`src/hdl/wilder_rsi_indicator_core_defines.svh`:
```
// assertion macros for the wilder rsi indicator core
// used by files that carry concurrent assertions; expects clk and arst_n in scope
`ifndef WILDER_RSI_INDICATOR_CORE_DEFINES_SVH
`define WILDER_RSI_INDICATOR_CORE_DEFINES_SVH

// same-cycle implication
`define WRSI_ASSERT_IMPLY(lbl, ante, cons) \
	lbl: assert property (@(posedge clk) disable iff (!arst_n) (ante) |-> (cons)) \
		else $error("wrsi assertion failed");

// next-cycle implication
`define WRSI_ASSERT_NEXT(lbl, ante, cons) \
	lbl: assert property (@(posedge clk) disable iff (!arst_n) (ante) |=> (cons)) \
		else $error("wrsi assertion failed");

`endif

```
`src/hdl/wrsi_pkg.sv`:
```
// package for the wilder rsi indicator core: widths, codes, reset values, structs
// no dependencies
package wrsi_pkg;

	localparam int PRICE_BITS    = 32;
	localparam int FRACTION_BITS = 16;
	localparam int PERIOD_BITS   = 8;
	localparam int THR_BITS      = 15;
	localparam int RSI_BITS      = 15;
	localparam int SIG_BITS      = 2;

	localparam int AVG_BITS = PRICE_BITS + PERIOD_BITS + FRACTION_BITS;
	localparam int DVD_BITS = AVG_BITS + PERIOD_BITS;
	localparam int DEN_BITS = AVG_BITS + 1;
	localparam int NUM_BITS = AVG_BITS + RSI_BITS;
	localparam int SH_BITS  = AVG_BITS;
	localparam int CNT_BITS = $clog2(SH_BITS + 1);

	localparam int CFG_IDX_BITS  = 2;
	localparam int CFG_DATA_BITS = 15;

	localparam logic [CFG_IDX_BITS-1:0] CFG_PERIOD = 2'd0;
	localparam logic [CFG_IDX_BITS-1:0] CFG_BUY    = 2'd1;
	localparam logic [CFG_IDX_BITS-1:0] CFG_SELL   = 2'd2;

	localparam logic [PERIOD_BITS-1:0] PERIOD_RESET = 8'd14;
	localparam logic [THR_BITS-1:0]    BUY_RESET    = 15'd7680;
	localparam logic [THR_BITS-1:0]    SELL_RESET   = 15'd17920;

	localparam logic [RSI_BITS-1:0] RSI_FULL    = 15'd25600;
	localparam logic [RSI_BITS-1:0] RSI_NO_LOSS = RSI_BITS'((25600 * 100) / 101);

	localparam logic [SIG_BITS-1:0] SIG_HOLD = 2'd0;
	localparam logic [SIG_BITS-1:0] SIG_BUY  = 2'd1;
	localparam logic [SIG_BITS-1:0] SIG_SELL = 2'd2;

	localparam logic [CNT_BITS-1:0] AVG_STEPS = CNT_BITS'(SH_BITS);
	localparam logic [CNT_BITS-1:0] RSI_STEPS = CNT_BITS'(RSI_BITS);

	typedef struct packed {
		logic [PERIOD_BITS-1:0] period;
		logic [THR_BITS-1:0]    buy;
		logic [THR_BITS-1:0]    sell;
	} cfg_t;

	typedef struct packed {
		logic                start;
		logic [DEN_BITS-1:0] rem_init;
		logic [SH_BITS-1:0]  bits;
		logic [CNT_BITS-1:0] steps;
		logic [DEN_BITS-1:0] den;
	} div_req_t;

	typedef struct packed {
		logic               busy;
		logic               done;
		logic [SH_BITS-1:0] quo;
	} div_rsp_t;

endpackage

```
`src/hdl/wrsi_sample_if.sv`:
```
// input channel of the wilder rsi indicator core: valid, ready, price, restart
// depends on wrsi_pkg
interface wrsi_sample_if;
	logic                           valid;
	logic                           ready;
	logic [wrsi_pkg::PRICE_BITS-1:0] price;
	logic                           restart;

	modport source (output valid, output price, output restart, input ready);
	modport sink (input valid, input price, input restart, output ready);
endinterface

```
`src/hdl/wrsi_result_if.sv`:
```
// output channel of the wilder rsi indicator core: valid, ready, rsi_value, trade_signal
// depends on wrsi_pkg
interface wrsi_result_if;
	logic                          valid;
	logic                          ready;
	logic [wrsi_pkg::RSI_BITS-1:0] rsi_value;
	logic [wrsi_pkg::SIG_BITS-1:0] trade_signal;

	modport source (output valid, output rsi_value, output trade_signal, input ready);
	modport sink (input valid, input rsi_value, input trade_signal, output ready);
endinterface

```
`src/hdl/wilder_rsi_indicator_core.sv`:
```
// flow: a series start or a warm-up price before the period is reached gives no result;
// any other price raises output valid after two average divides on the shared divider and,
// unless the average loss is zero, an rsi divide on the shared divider as well
// throughput: one transaction at a time, sample.ready is low while it is at work and while
// the result waits for a free output register; the next one can be taken in the cycle after that
// reset: arst_n clears the series state and output valid and loads the default config
module wilder_rsi_indicator_core (
	input  logic                               clk,
	input  logic                               arst_n,
	wrsi_sample_if.sink                        sample,
	wrsi_result_if.source                      result,
	input  logic                               wr_en,
	input  logic [wrsi_pkg::CFG_IDX_BITS-1:0]  wr_index,
	input  logic [wrsi_pkg::CFG_DATA_BITS-1:0] wr_data
);

	`include "wilder_rsi_indicator_core_defines.svh"

	localparam logic [2:0] S_IDLE   = 3'd0;
	localparam logic [2:0] S_PREP   = 3'd1;
	localparam logic [2:0] S_START  = 3'd2;
	localparam logic [2:0] S_WAIT   = 3'd3;
	localparam logic [2:0] S_RPREP  = 3'd4;
	localparam logic [2:0] S_RSTART = 3'd5;
	localparam logic [2:0] S_RWAIT  = 3'd6;
	localparam logic [2:0] S_DONE   = 3'd7;

	localparam int AVG  = wrsi_pkg::AVG_BITS;
	localparam int PB   = wrsi_pkg::PRICE_BITS;
	localparam int FB   = wrsi_pkg::FRACTION_BITS;
	localparam int PDB  = wrsi_pkg::PERIOD_BITS;
	localparam int RB   = wrsi_pkg::RSI_BITS;
	localparam int NB   = wrsi_pkg::NUM_BITS;
	localparam int DB   = wrsi_pkg::DEN_BITS;
	localparam int DVB  = wrsi_pkg::DVD_BITS;
	localparam int SHB  = wrsi_pkg::SH_BITS;

	wrsi_pkg::cfg_t     cfg;
	wrsi_pkg::div_req_t div_req;
	wrsi_pkg::div_rsp_t div_rsp;

	logic [2:0]      state_q;
	logic [PB-1:0]   last_price_q;
	logic            have_last_q;
	logic [7:0]      changes_q;
	logic            smooth_on_q;
	logic            warm_div_q;
	logic            sel_q;
	logic [AVG-1:0]  gain_avg_q;
	logic [AVG-1:0]  loss_avg_q;
	logic [PB-1:0]   gain_x_q;
	logic [PB-1:0]   loss_x_q;
	logic [DVB-1:0]  dvd_q;
	logic [NB-1:0]   num_q;
	logic [DB-1:0]   den_q;
	logic [RB-1:0]   rsi_res_q;
	logic            out_valid_q;
	logic [RB-1:0]   out_rsi_q;
	logic [1:0]      out_sig_q;

	logic            accept;
	logic [PB-1:0]   gain_w;
	logic [PB-1:0]   loss_w;
	logic [PDB-1:0]  period_w;
	logic [PDB-1:0]  pm1_w;
	logic [7:0]      changes_next;
	logic [AVG-1:0]  avg_sel;
	logic [PB-1:0]   x_sel;
	logic [DVB-1:0]  prod_w;
	logic [DVB-1:0]  dvd_w;
	logic [NB-1:0]   num_w;
	logic [1:0]      sig_w;
	logic            out_load;

	wrsi_cfg u_cfg (
		.clk      (clk),
		.arst_n   (arst_n),
		.wr_en    (wr_en),
		.wr_index (wr_index),
		.wr_data  (wr_data),
		.cfg      (cfg)
	);

	wrsi_div u_div (
		.clk    (clk),
		.arst_n (arst_n),
		.req    (div_req),
		.rsp    (div_rsp)
	);

	assign sample.ready = (state_q == S_IDLE);
	assign accept       = sample.valid && sample.ready;

	always_comb begin
		gain_w       = (sample.price > last_price_q) ? sample.price - last_price_q : '0;
		loss_w       = (sample.price < last_price_q) ? last_price_q - sample.price : '0;
		period_w     = (cfg.period == '0) ? PDB'(1) : cfg.period;
		pm1_w        = period_w - 1'b1;
		changes_next = (changes_q == 8'hFF) ? changes_q : changes_q + 1'b1;
		avg_sel      = sel_q ? loss_avg_q : gain_avg_q;
		x_sel        = sel_q ? loss_x_q : gain_x_q;
		prod_w       = DVB'(avg_sel) * DVB'(pm1_w);
		dvd_w        = warm_div_q ? {avg_sel[DVB-FB-1:0], FB'(0)}
			: prod_w + DVB'({x_sel, FB'(0)});
		// 25600 = 2^14 + 2^13 + 2^10
		num_w        = (NB'(gain_avg_q) << 14) + (NB'(gain_avg_q) << 13)
			+ (NB'(gain_avg_q) << 10);
		if (rsi_res_q < cfg.buy) begin
			sig_w = wrsi_pkg::SIG_BUY;
		end else if (rsi_res_q > cfg.sell) begin
			sig_w = wrsi_pkg::SIG_SELL;
		end else begin
			sig_w = wrsi_pkg::SIG_HOLD;
		end
		out_load = (state_q == S_DONE) && (!out_valid_q || result.ready);
	end

	always_comb begin
		div_req.start    = 1'b0;
		div_req.rem_init = DB'(dvd_q[DVB-1:AVG]);
		div_req.bits     = dvd_q[AVG-1:0];
		div_req.steps    = wrsi_pkg::AVG_STEPS;
		div_req.den      = DB'(period_w);
		if (state_q == S_START) begin
			div_req.start = 1'b1;
		end else if (state_q == S_RSTART) begin
			div_req.start    = 1'b1;
			div_req.rem_init = DB'(num_q[NB-1:RB]);
			div_req.bits     = {num_q[RB-1:0], (SHB-RB)'(0)};
			div_req.steps    = wrsi_pkg::RSI_STEPS;
			div_req.den      = den_q;
		end
	end

	always_ff @(posedge clk or negedge arst_n) begin
		if (!arst_n) begin
			state_q      <= S_IDLE;
			last_price_q <= '0;
			have_last_q  <= 1'b0;
			changes_q    <= '0;
			smooth_on_q  <= 1'b0;
			warm_div_q   <= 1'b0;
			sel_q        <= 1'b0;
			gain_avg_q   <= '0;
			loss_avg_q   <= '0;
			out_valid_q  <= 1'b0;
		end else begin
			if (out_load) begin
				out_valid_q <= 1'b1;
			end else if (result.ready) begin
				out_valid_q <= 1'b0;
			end
			unique case (state_q)
				S_IDLE: begin
					if (accept) begin
						last_price_q <= sample.price;
						have_last_q  <= 1'b1;
						sel_q        <= 1'b0;
						if (sample.restart || !have_last_q) begin
							changes_q   <= '0;
							gain_avg_q  <= '0;
							loss_avg_q  <= '0;
							smooth_on_q <= 1'b0;
						end else if (!smooth_on_q) begin
							gain_avg_q <= gain_avg_q + AVG'(gain_w);
							loss_avg_q <= loss_avg_q + AVG'(loss_w);
							changes_q  <= changes_next;
							if (changes_next >= period_w) begin
								smooth_on_q <= 1'b1;
								warm_div_q  <= 1'b1;
								state_q     <= S_PREP;
							end
						end else begin
							warm_div_q <= 1'b0;
							state_q    <= S_PREP;
						end
					end
				end
				S_PREP: begin
					state_q <= S_START;
				end
				S_START: begin
					state_q <= S_WAIT;
				end
				S_WAIT: begin
					if (div_rsp.done) begin
						if (sel_q) begin
							loss_avg_q <= div_rsp.quo;
							state_q    <= S_RPREP;
						end else begin
							gain_avg_q <= div_rsp.quo;
							sel_q      <= 1'b1;
							state_q    <= S_PREP;
						end
					end
				end
				S_RPREP: begin
					state_q <= (loss_avg_q == '0) ? S_DONE : S_RSTART;
				end
				S_RSTART: begin
					state_q <= S_RWAIT;
				end
				S_RWAIT: begin
					if (div_rsp.done) begin
						state_q <= S_DONE;
					end
				end
				S_DONE: begin
					if (out_load) begin
						state_q <= S_IDLE;
					end
				end
				default: begin
					state_q <= S_IDLE;
				end
			endcase
		end
	end

	always_ff @(posedge clk) begin
		if (accept) begin
			gain_x_q <= gain_w;
			loss_x_q <= loss_w;
		end
		if (state_q == S_PREP) begin
			dvd_q <= dvd_w;
		end
		if (state_q == S_RPREP) begin
			num_q     <= num_w;
			den_q     <= DB'(gain_avg_q) + DB'(loss_avg_q);
			rsi_res_q <= wrsi_pkg::RSI_NO_LOSS;
		end
		if (state_q == S_RWAIT && div_rsp.done) begin
			rsi_res_q <= div_rsp.quo[RB-1:0];
		end
		if (out_load) begin
			out_rsi_q <= rsi_res_q;
			out_sig_q <= sig_w;
		end
	end

	assign result.valid        = out_valid_q;
	assign result.rsi_value    = out_rsi_q;
	assign result.trade_signal = out_sig_q;

	`WRSI_ASSERT_IMPLY(a_div_start_idle, div_req.start, !div_rsp.busy)
	`WRSI_ASSERT_IMPLY(a_div_done_wait, div_rsp.done, state_q == S_WAIT || state_q == S_RWAIT)
	`WRSI_ASSERT_NEXT(a_smooth_to_prep, accept && have_last_q && !sample.restart && smooth_on_q, state_q == S_PREP)
	`WRSI_ASSERT_IMPLY(a_rsi_range, result.valid, result.rsi_value <= wrsi_pkg::RSI_FULL)
	`WRSI_ASSERT_IMPLY(a_sig_code, result.valid, result.trade_signal != 2'd3)

endmodule

```
`src/hdl/wrsi_div.sv`:
```
// shared restoring divider, one quotient bit per cycle, preloadable partial remainder
// depends on wrsi_pkg
module wrsi_div (
	input  logic               clk,
	input  logic               arst_n,
	input  wrsi_pkg::div_req_t req,
	output wrsi_pkg::div_rsp_t rsp
);

	logic                          busy_q;
	logic                          done_q;
	logic [wrsi_pkg::CNT_BITS-1:0] cnt_q;
	logic [wrsi_pkg::DEN_BITS-1:0] rem_q;
	logic [wrsi_pkg::DEN_BITS-1:0] den_q;
	logic [wrsi_pkg::SH_BITS-1:0]  qd_q;

	logic [wrsi_pkg::DEN_BITS:0]   shifted;
	logic [wrsi_pkg::DEN_BITS:0]   trial;
	logic                          fits;

	always_comb begin
		shifted = {rem_q, qd_q[wrsi_pkg::SH_BITS-1]};
		trial   = shifted - {1'b0, den_q};
		fits    = (shifted >= {1'b0, den_q});
	end

	always_ff @(posedge clk or negedge arst_n) begin
		if (!arst_n) begin
			busy_q <= 1'b0;
			done_q <= 1'b0;
			cnt_q  <= '0;
		end else begin
			done_q <= 1'b0;
			if (req.start) begin
				busy_q <= 1'b1;
				cnt_q  <= req.steps;
			end else if (busy_q) begin
				cnt_q <= cnt_q - 1'b1;
				if (cnt_q == wrsi_pkg::CNT_BITS'(1)) begin
					busy_q <= 1'b0;
					done_q <= 1'b1;
				end
			end
		end
	end

	always_ff @(posedge clk) begin
		if (req.start) begin
			rem_q <= req.rem_init;
			qd_q  <= req.bits;
			den_q <= req.den;
		end else if (busy_q) begin
			rem_q <= fits ? trial[wrsi_pkg::DEN_BITS-1:0] : shifted[wrsi_pkg::DEN_BITS-1:0];
			qd_q  <= {qd_q[wrsi_pkg::SH_BITS-2:0], fits};
		end
	end

	assign rsp.busy = busy_q;
	assign rsp.done = done_q;
	assign rsp.quo  = qd_q;

endmodule

```
`src/hdl/wrsi_cfg.sv`:
```
// configuration registers: smoothing period and buy and sell thresholds
// depends on wrsi_pkg
module wrsi_cfg (
	input  logic                               clk,
	input  logic                               arst_n,
	input  logic                               wr_en,
	input  logic [wrsi_pkg::CFG_IDX_BITS-1:0]  wr_index,
	input  logic [wrsi_pkg::CFG_DATA_BITS-1:0] wr_data,
	output wrsi_pkg::cfg_t                     cfg
);

	wrsi_pkg::cfg_t cfg_q;

	always_ff @(posedge clk or negedge arst_n) begin
		if (!arst_n) begin
			cfg_q.period <= wrsi_pkg::PERIOD_RESET;
			cfg_q.buy    <= wrsi_pkg::BUY_RESET;
			cfg_q.sell   <= wrsi_pkg::SELL_RESET;
		end else if (wr_en) begin
			unique case (wr_index)
				wrsi_pkg::CFG_PERIOD: cfg_q.period <= wr_data[wrsi_pkg::PERIOD_BITS-1:0];
				wrsi_pkg::CFG_BUY:    cfg_q.buy    <= wr_data[wrsi_pkg::THR_BITS-1:0];
				wrsi_pkg::CFG_SELL:   cfg_q.sell   <= wr_data[wrsi_pkg::THR_BITS-1:0];
				default: begin
				end
			endcase
		end
	end

	assign cfg = cfg_q;

endmodule
```
`src/flat_wrapper.sv`:
```
// flat-port wrapper written by rule: the top's interface ports become plain ports
module wilder_rsi_indicator_core_flat 
  (clk, arst_n, wr_en, wr_index, wr_data, sample_valid, sample_price, sample_restart, sample_ready, result_valid, result_rsi_value, result_trade_signal, result_ready);
  wrsi_sample_if sample_i ();
  wrsi_result_if result_i ();
  input  logic clk;
  input  logic arst_n;
  input  logic wr_en;
  input  logic [wrsi_pkg::CFG_IDX_BITS-1:0] wr_index;
  input  logic [wrsi_pkg::CFG_DATA_BITS-1:0] wr_data;
  input wire logic [$bits(sample_i.valid)-1:0] sample_valid;
  input wire logic [$bits(sample_i.price)-1:0] sample_price;
  input wire logic [$bits(sample_i.restart)-1:0] sample_restart;
  output wire logic [$bits(sample_i.ready)-1:0] sample_ready;
  output wire logic [$bits(result_i.valid)-1:0] result_valid;
  output wire logic [$bits(result_i.rsi_value)-1:0] result_rsi_value;
  output wire logic [$bits(result_i.trade_signal)-1:0] result_trade_signal;
  input wire logic [$bits(result_i.ready)-1:0] result_ready;
  assign sample_i.valid = sample_valid;
  assign sample_i.price = sample_price;
  assign sample_i.restart = sample_restart;
  assign sample_ready = sample_i.ready;
  assign result_valid = result_i.valid;
  assign result_rsi_value = result_i.rsi_value;
  assign result_trade_signal = result_i.trade_signal;
  assign result_i.ready = result_ready;
  wilder_rsi_indicator_core u_core (.clk(clk), .arst_n(arst_n), .sample(sample_i), .result(result_i), .wr_en(wr_en), .wr_index(wr_index), .wr_data(wr_data));
endmodule
```
`config.mk`:
```
export PLATFORM = sky130hd
export DESIGN_NAME = wilder_rsi_indicator_core_flat
export DESIGN_NICKNAME = d
export VERILOG_FILES = /design/src/hdl/wrsi_pkg.sv /design/src/hdl/wrsi_sample_if.sv /design/src/hdl/wrsi_result_if.sv /design/src/hdl/wilder_rsi_indicator_core.sv /design/src/hdl/wrsi_div.sv /design/src/hdl/wrsi_cfg.sv /design/src/flat_wrapper.sv
export VERILOG_INCLUDE_DIRS = /design/src /design/src/hdl
export SDC_FILE = /design/constraint.sdc
export NUM_CORES = 2
export LEC_CHECK = 0
export BUFFER_PORTS_ARGS = -buffer_cell sky130_fd_sc_hd__buf_2
export CAP_MARGIN = 10
export CORE_MARGIN = 1
export CORE_UTILIZATION = 40
export CTS_CLUSTER_SIZE = 24
export DETAILED_ROUTE_END_ITERATION = 8
export PLACE_DENSITY = 0.63
export SETUP_SLACK_MARGIN = 0.2
export SLEW_MARGIN = 20
export SYNTH_ARGS = -nofsm -noshare
export SYNTH_HDL_FRONTEND = slang
export SYNTH_SLANG_ARGS = --single-unit
```
`constraint.sdc`:
```
create_clock -name clk -period 12.5 [get_ports clk]
set_input_delay 1.875 -clock clk [delete_from_list [all_inputs] [get_ports clk]]
set_output_delay 1.875 -clock clk [all_outputs]
set_load 0.02 [all_outputs]
```
======== After elaboration in Yosys (flattened, before gate mapping) ========
Index checks and enable logic that the tools add are counted.
word-level totals
  bits in registers ....................... 664
  latch bits .............................. 0
  memory bits (writable) .................. 0
  ROM bits ................................ 0
  input bits .............................. 55
  output and inout port bits .............. 19
  word-level logic and storage cells ...... 158
  memories kept ........................... 0
operators by class
  add/sub/neg operators ................... 12
  $mul .................................... 1
  div/mod/pow operators ................... 0
  order comparisons ....................... 6
  equal/unequal tests ..................... 21
  shifts and indexed selects .............. 0
  muxes and demuxes ....................... 60
  bitwise gates (word level) .............. 2
  reductions and logical operators ........ 27
operator list
  operator                                          count
  56-bit 2-to-1 mux                                 13
  56-bit one-hot mux with 2 select lines            2
  177-bit 2-to-1 mux                                1
  176-bit 2-to-1 mux                                1
  57-bit 2-to-1 mux                                 3
  56-bit by 32-bit adder with 56-bit output         2
  32-bit 2-to-1 mux                                 3
  70-bit by 69-bit adder with 71-bit output         1
  71-bit by 66-bit adder with 71-bit output         1
  64-bit by 48-bit adder with 64-bit output         1
  56-bit by 8-bit multiplier with 64-bit output     1
  64-bit 2-to-1 mux                                 1
  32-bit subtractor                                 2
  58-bit by 57-bit >= comparator with 1-bit output  1
  56-bit by 56-bit adder with 57-bit output         1
  57-bit subtractor                                 1
  56-bit zero test                                  1
  32-bit greater-than comparator                    1
  32-bit less-than comparator                       1
  8-bit 2-to-1 mux                                  4
  15-bit 2-to-1 mux                                 2
  3-bit 2-to-1 mux                                  8
  3-bit one-hot mux with 8 select lines             1
  1-bit 2-to-1 mux                                  16
  other kinds (33)                                  60

======== Logic depth before layout (Yosys ltp) ========
  word-level depth ........................ 8
  mapped depth ............................ 31
  gate-level depth less buffers ........... 28

======== Modules after synthesis ========
Synthesis repeated with hierarchy kept, for this count alone.
unflattened totals
  cells, all modules ...................... 6,646
  area total of the unflattened synthesis .. 61,861.8 µm²
by module, submodules not included
  module                     instances  cells each  area each (µm²)  sequential area each (µm²)
  wilder_rsi_indicator_core  1          5,553       49,072.1         12,351.8
  wrsi_div                   1          1,012       11,335.9         5,305.1
  wrsi_cfg                   1          81          1,453.9          963.4

======== Worst setup path after synthesis ========
OpenSTA, ideal clock, no wires.
  path type ............................... register to register
  start ................................... register u_core.state_q[2]
  end ..................................... register u_core.rsi_res_q[0] (enable)
  library setup time ...................... 0.342 ns
  data arrival time ....................... 10.397 ns
  required time ........................... 12.158 ns
  slack ................................... 1.761 ns
  cell stages (with the launch flop) ...... 4
  buffers on the path ..................... 1
  period minus slack after synthesis ...... 10.739 ns
  path through ............................ dfrtp_1 > clkbuf_1 > nor3b_1 > or2_2
between the ends
  cells in the longest elaborated chain, start to end .. 3
  elaborated cells between the ends (all ways) .. 4
  those cells by class .................... eq/ne (2); reduce/logical (2)
RTL lines
  item                                   line                              source
  start, declared                        wilder_rsi_indicator_core.sv:42   logic [2:0] state_q;
  start signal, assigned                 wilder_rsi_indicator_core.sv:198  state_q <= (loss_avg_q == '0) ? S_DONE : S_RSTART;
  3-bit equality test                    wilder_rsi_indicator_core.sv:233  if (state_q == S_RWAIT && div_rsp.done) begin
  1-bit logical AND                      wilder_rsi_indicator_core.sv:233
  2-bit nonzero test (no source line) *  -
  end signal, assigned                   wilder_rsi_indicator_core.sv:231  rsi_res_q <= wrsi_pkg::RSI_NO_LOSS;
  end signal, assigned                   wilder_rsi_indicator_core.sv:234  rsi_res_q <= div_rsp.quo[RB-1:0];
  end, declared                          wilder_rsi_indicator_core.sv:56   logic [RB-1:0] rsi_res_q;
Mark *: on every way between the ends. The rest lies on a longest branch, timed or not.
A chain may end at the register's enable or synchronous reset.

======== Worst setup path after layout ========
  start ................................... register u_core.u_cfg.cfg_q (netlist bit u_core.u_cfg.cfg[32])
  end ..................................... register u_core.dvd_q[61] (data pin)
between the ends
  cells in the longest elaborated chain, start to end .. 6
RTL lines
  item                                             line                              source
  start, declared                                  wrsi_cfg.sv:12                    wrsi_pkg::cfg_t cfg_q;
  8-bit zero test                                  wilder_rsi_indicator_core.sv:97   period_w = (cfg.period == '0) ? PDB'(1) : cfg.period;
  8-bit 2-to-1 mux *                               wilder_rsi_indicator_core.sv:97
  8-bit by 1-bit subtractor with 8-bit output *    wilder_rsi_indicator_core.sv:98   pm1_w = period_w - 1'b1;
  56-bit by 8-bit multiplier with 64-bit output *  wilder_rsi_indicator_core.sv:102  prod_w = DVB'(avg_sel) * DVB'(pm1_w);
  64-bit by 48-bit adder with 64-bit output *      wilder_rsi_indicator_core.sv:104  : prod_w + DVB'({x_sel, FB'(0)});
  64-bit 2-to-1 mux *                              wilder_rsi_indicator_core.sv:103  dvd_w = warm_div_q ? {avg_sel[DVB-FB-1:0], FB'(0)}
  via u_core.dvd_w[61]                             wilder_rsi_indicator_core.sv:70   logic [DVB-1:0] dvd_w;
  end signal, assigned                             wilder_rsi_indicator_core.sv:226  dvd_q <= dvd_w;
  end, declared                                    wilder_rsi_indicator_core.sv:53   logic [DVB-1:0] dvd_q;
Mark *: on every way through the listed nets, which the timed path passes. The rest lies on a longest branch.

==> flow_summary.json <==
{
  "status": "finished, final reports clean",
  "whs_ns": 0.471,
  "die_x_um": 390,
  "die_h_um": 390,
  "wirelength_mm": 195,
  "grt.overflow.total": 0,
  "ys_top_cells_by_area": "edfxtp_1, fa_1, ha_1",
  "grt_pass1_wl_mm": 297,
  "yosysWarnings": 0,
  "ys_seq_area_frac": 0.309,
  "cts_sinks": 654,
  "areaGrowthSynthToFinish_pct": 8.88,
  "stdcell_count": 8526,
  "clk_pin_slew_worst_paths_ns": 0.07,
  "fin_crit_sh": 0.713,
  "setup_viol": 0,
  "critPathArrivalTime_ns": 9.36,
  "cp_slowest_cell": "a2111oi_1",
  "cts-buffers-inserted": 82,
  "setup_slack_ns": 3.59,
  "rsz0062_at_grt": "false",
  "synth_top_family_by_area": "adder cells",
  "grt_pass1_vias": 48432,
  "cts_resized": 0,
  "vias": 49270,
  "layout_common_cells": "nor2_1, inv_1, ha_1",
  "avgRoutedWirePerCell_um": 22.8,
  "synth.mux.area_fraction": 0.0315,
  "grt_use_total": 0.254,
  "ys_types": 102,
  "critPathKind": "flip-flop to flip-flop",
  "final.setup.tns_ns": 0,
  "num_rows": 142,
  "synth_seq_cells": 654,
  "syn_area_um2": 60300,
  "hold_violations": 0,
  "worst_setup_path_end_kind": "flip-flop",
  "drc": 0,
  "drv_slew": 0,
  "drt_iter0_drc": 4403,
  "dp_hpwl_mm": 152,
  "ys_async_sr_fraction": 0.315,
  "place_inst": 8370,
  "crit_fanout": 33,
  "leakage_nw": 29.6,
  "maxSlewHeadroom": 0.155,
  "dr.pass1.iters": 6,
  "h-tree-depth": 3,
  "synth_top_area_cell": "edfxtp_1",
  "cts-hold-fix-buffers": 0,
  "period_minus_slack_ns": 8.91,
  "hold_class": "flip-flop to flip-flop",
  "routed_via_density": 5.78,
  "final_nets": 7373,
  "worst-slew-pin-transition_ns": 1.26,
  "final_core_util": 0.439,
  "die_area_um2": 152000,
  "clkLatencyLatePin_ns": 0.72,
  "power_mw": 16.2,
  "max_stage_delay_ns": 0.80,
  "dp_slack_ns": 3.45,
  "portBuffers": 73,
  "synth.net_count": 7412,
  "synth_edf_count": 448,
  "yosys.area_share.simple": 0.139,
  "synth_compound_area_frac": 0.176,
  "antenna_left": 0,
  "finClkSkew_ns": 0.0339,
  "cts_root_buffer": "clkbuf_16",
  "place_congestion": 0.955,
  "required_ns": 12.94,
  "maxCapViolations": 0,
  "syn_area_per_cell_um2": 9.31,
  "yosys_most_used_dff": "edfxtp_1",
  "start_kind": "flip-flop",
  "io_pins": 74,
  "ir_drop_mv": 0.500,
  "synth_xor_area_frac": 0.0486,
  "pwr_density_cell_nw_per_um2": 247,
  "synth_adder_area_share": 0.234,
  "initial_core_util": 0.403,
  "placed_area_um2": 62900,
  "drive_above_1_share": 0.0724,
  "fmaxAchievable_ghz": 0.112,
  "antenna_found_initial": 2,
  "design_area_um2": 65700,
  "final_common_cell": "nor2_1",
  "tritoncts": "yes",
  "grt_max_degree": 84,
  "cts.path.max_buffers": 3,
  "core_um2": 150000,
  "synth_top_area_frac": 0.223,
  "syn_inst": 6477,
  "post-cts-setup-buffer-count": 0
}
critical path, delay by kind of cell (launching register included):
kind | cells | cell delay, ns
AO/OA/AOI/OAI | 6 | 2.07
adder cells (fa/ha/maj) | 5 | 2.35
buffers and inverters | 7 | 1.35
AND/OR/NAND/NOR | 8 | 1.82
multiplexers | 1 | 0.10
XOR/XNOR | 2 | 0.32
flip-flops | 1 | 0.57
cells by family after synthesis:
logic type / after synthesis
adder cells (fa/ha/maj): 880
AO/OA/AOI/OAI: 1622
buffers and inverters: 981
multiplexers: 185
AND/OR/NAND/NOR: 1820
XOR/XNOR: 335
flip-flops: 654
report_power, final:
part	switching, mW	internal, mW
Sequential	0.0529	2.83
Combinational	6.89	3.98
Clock	1.02	1.45
routing by layer:
metal / vias to the layer above / wire, um / GRT usage
met4: 0 / 10900 / 0.125
met1: 24437 / 83800 / 0.348
met3: 412 / 14700 / 0.0415
met5: - / 0 / 0
li1: 22485 / - / -
met2: 1936 / 85400 / 0.390
cell type report:
class,count,area [um2]
Clock buffer,108,2220
Inverter,698,2620
Tap cell,2016,2520
Sequential cell,654,18600
Multi-Input combinational cell,4842,38100
Fill cell,14429,84100
Timing Repair Buffer,160,1040
Antenna cell,3,7.51
Clock inverter,45,503
state kept, by name (all words and copies together), names as in the netlist, 38 cells and up:
register	cells
u_core.u_div.den_q	57
u_core.dvd_q	64
u_core.u_div.qd_q	56
u_core.u_div.rem_q	57
u_core.num_q	61
u_core.u_cfg.cfg	38
u_core.den_q	57
u_core.gain_avg_q	56
u_core.loss_avg_q	56
Yosys cell counts (14+ instances only):
library cell and number:
a211oi_1 36, a21o_1 236, a21oi_1 442, a221oi_1 44, a22o_1 60, a22oi_1 37
a31oi_1 48, a32oi_1 20, a41oi_1 14, and2_1 88, and3_1 47, buf_1 22
buf_2 18, clkbuf_1 235, dfrtp_1 196, edfxtp_1 448, fa_1 416, ha_1 464
inv_1 695, mux2_2 40, mux2i_1 145, nand2_1 441, nand2b_1 57, nand3_1 95
nand4_1 76, nor2_1 727, nor2b_1 45, nor3_1 61, nor4_1 28, o211ai_1 21
o21a_1 34, o21ai_0 334, o21ai_1 32, o21bai_1 81, o311ai_0 17, o31a_1 14
o31ai_1 18, or2_2 64, or3_1 49, xnor2_1 227, xor2_1 108
worst paths after layout:
path                                             startpoint  slack (ns)                             endpoint  depth (start not counted)
setup reg to reg           u_core.u_cfg.cfg[32]$_DFFE_PN1P_        3.59           u_core.dvd_q[61]$_DFFE_PP_                         29
setup / recovery           u_core.u_cfg.cfg[32]$_DFFE_PN1P_        3.59           u_core.dvd_q[61]$_DFFE_PP_                         29
hold / removal               u_core.have_last_q$_DFFE_PN0P_        0.47       u_core.have_last_q$_DFFE_PN0P_                          1
max in group asynchronous                            arst_n        9.32     u_core.u_cfg.cfg[30]$_DFFE_PN0P_                          3
min in group asynchronous                            arst_n        1.13  u_core.last_price_q[26]$_DFFE_PN0P_                          1
hold reg to reg              u_core.have_last_q$_DFFE_PN0P_        0.47       u_core.have_last_q$_DFFE_PN0P_                          1
Power figures use the tool's default switching activity.
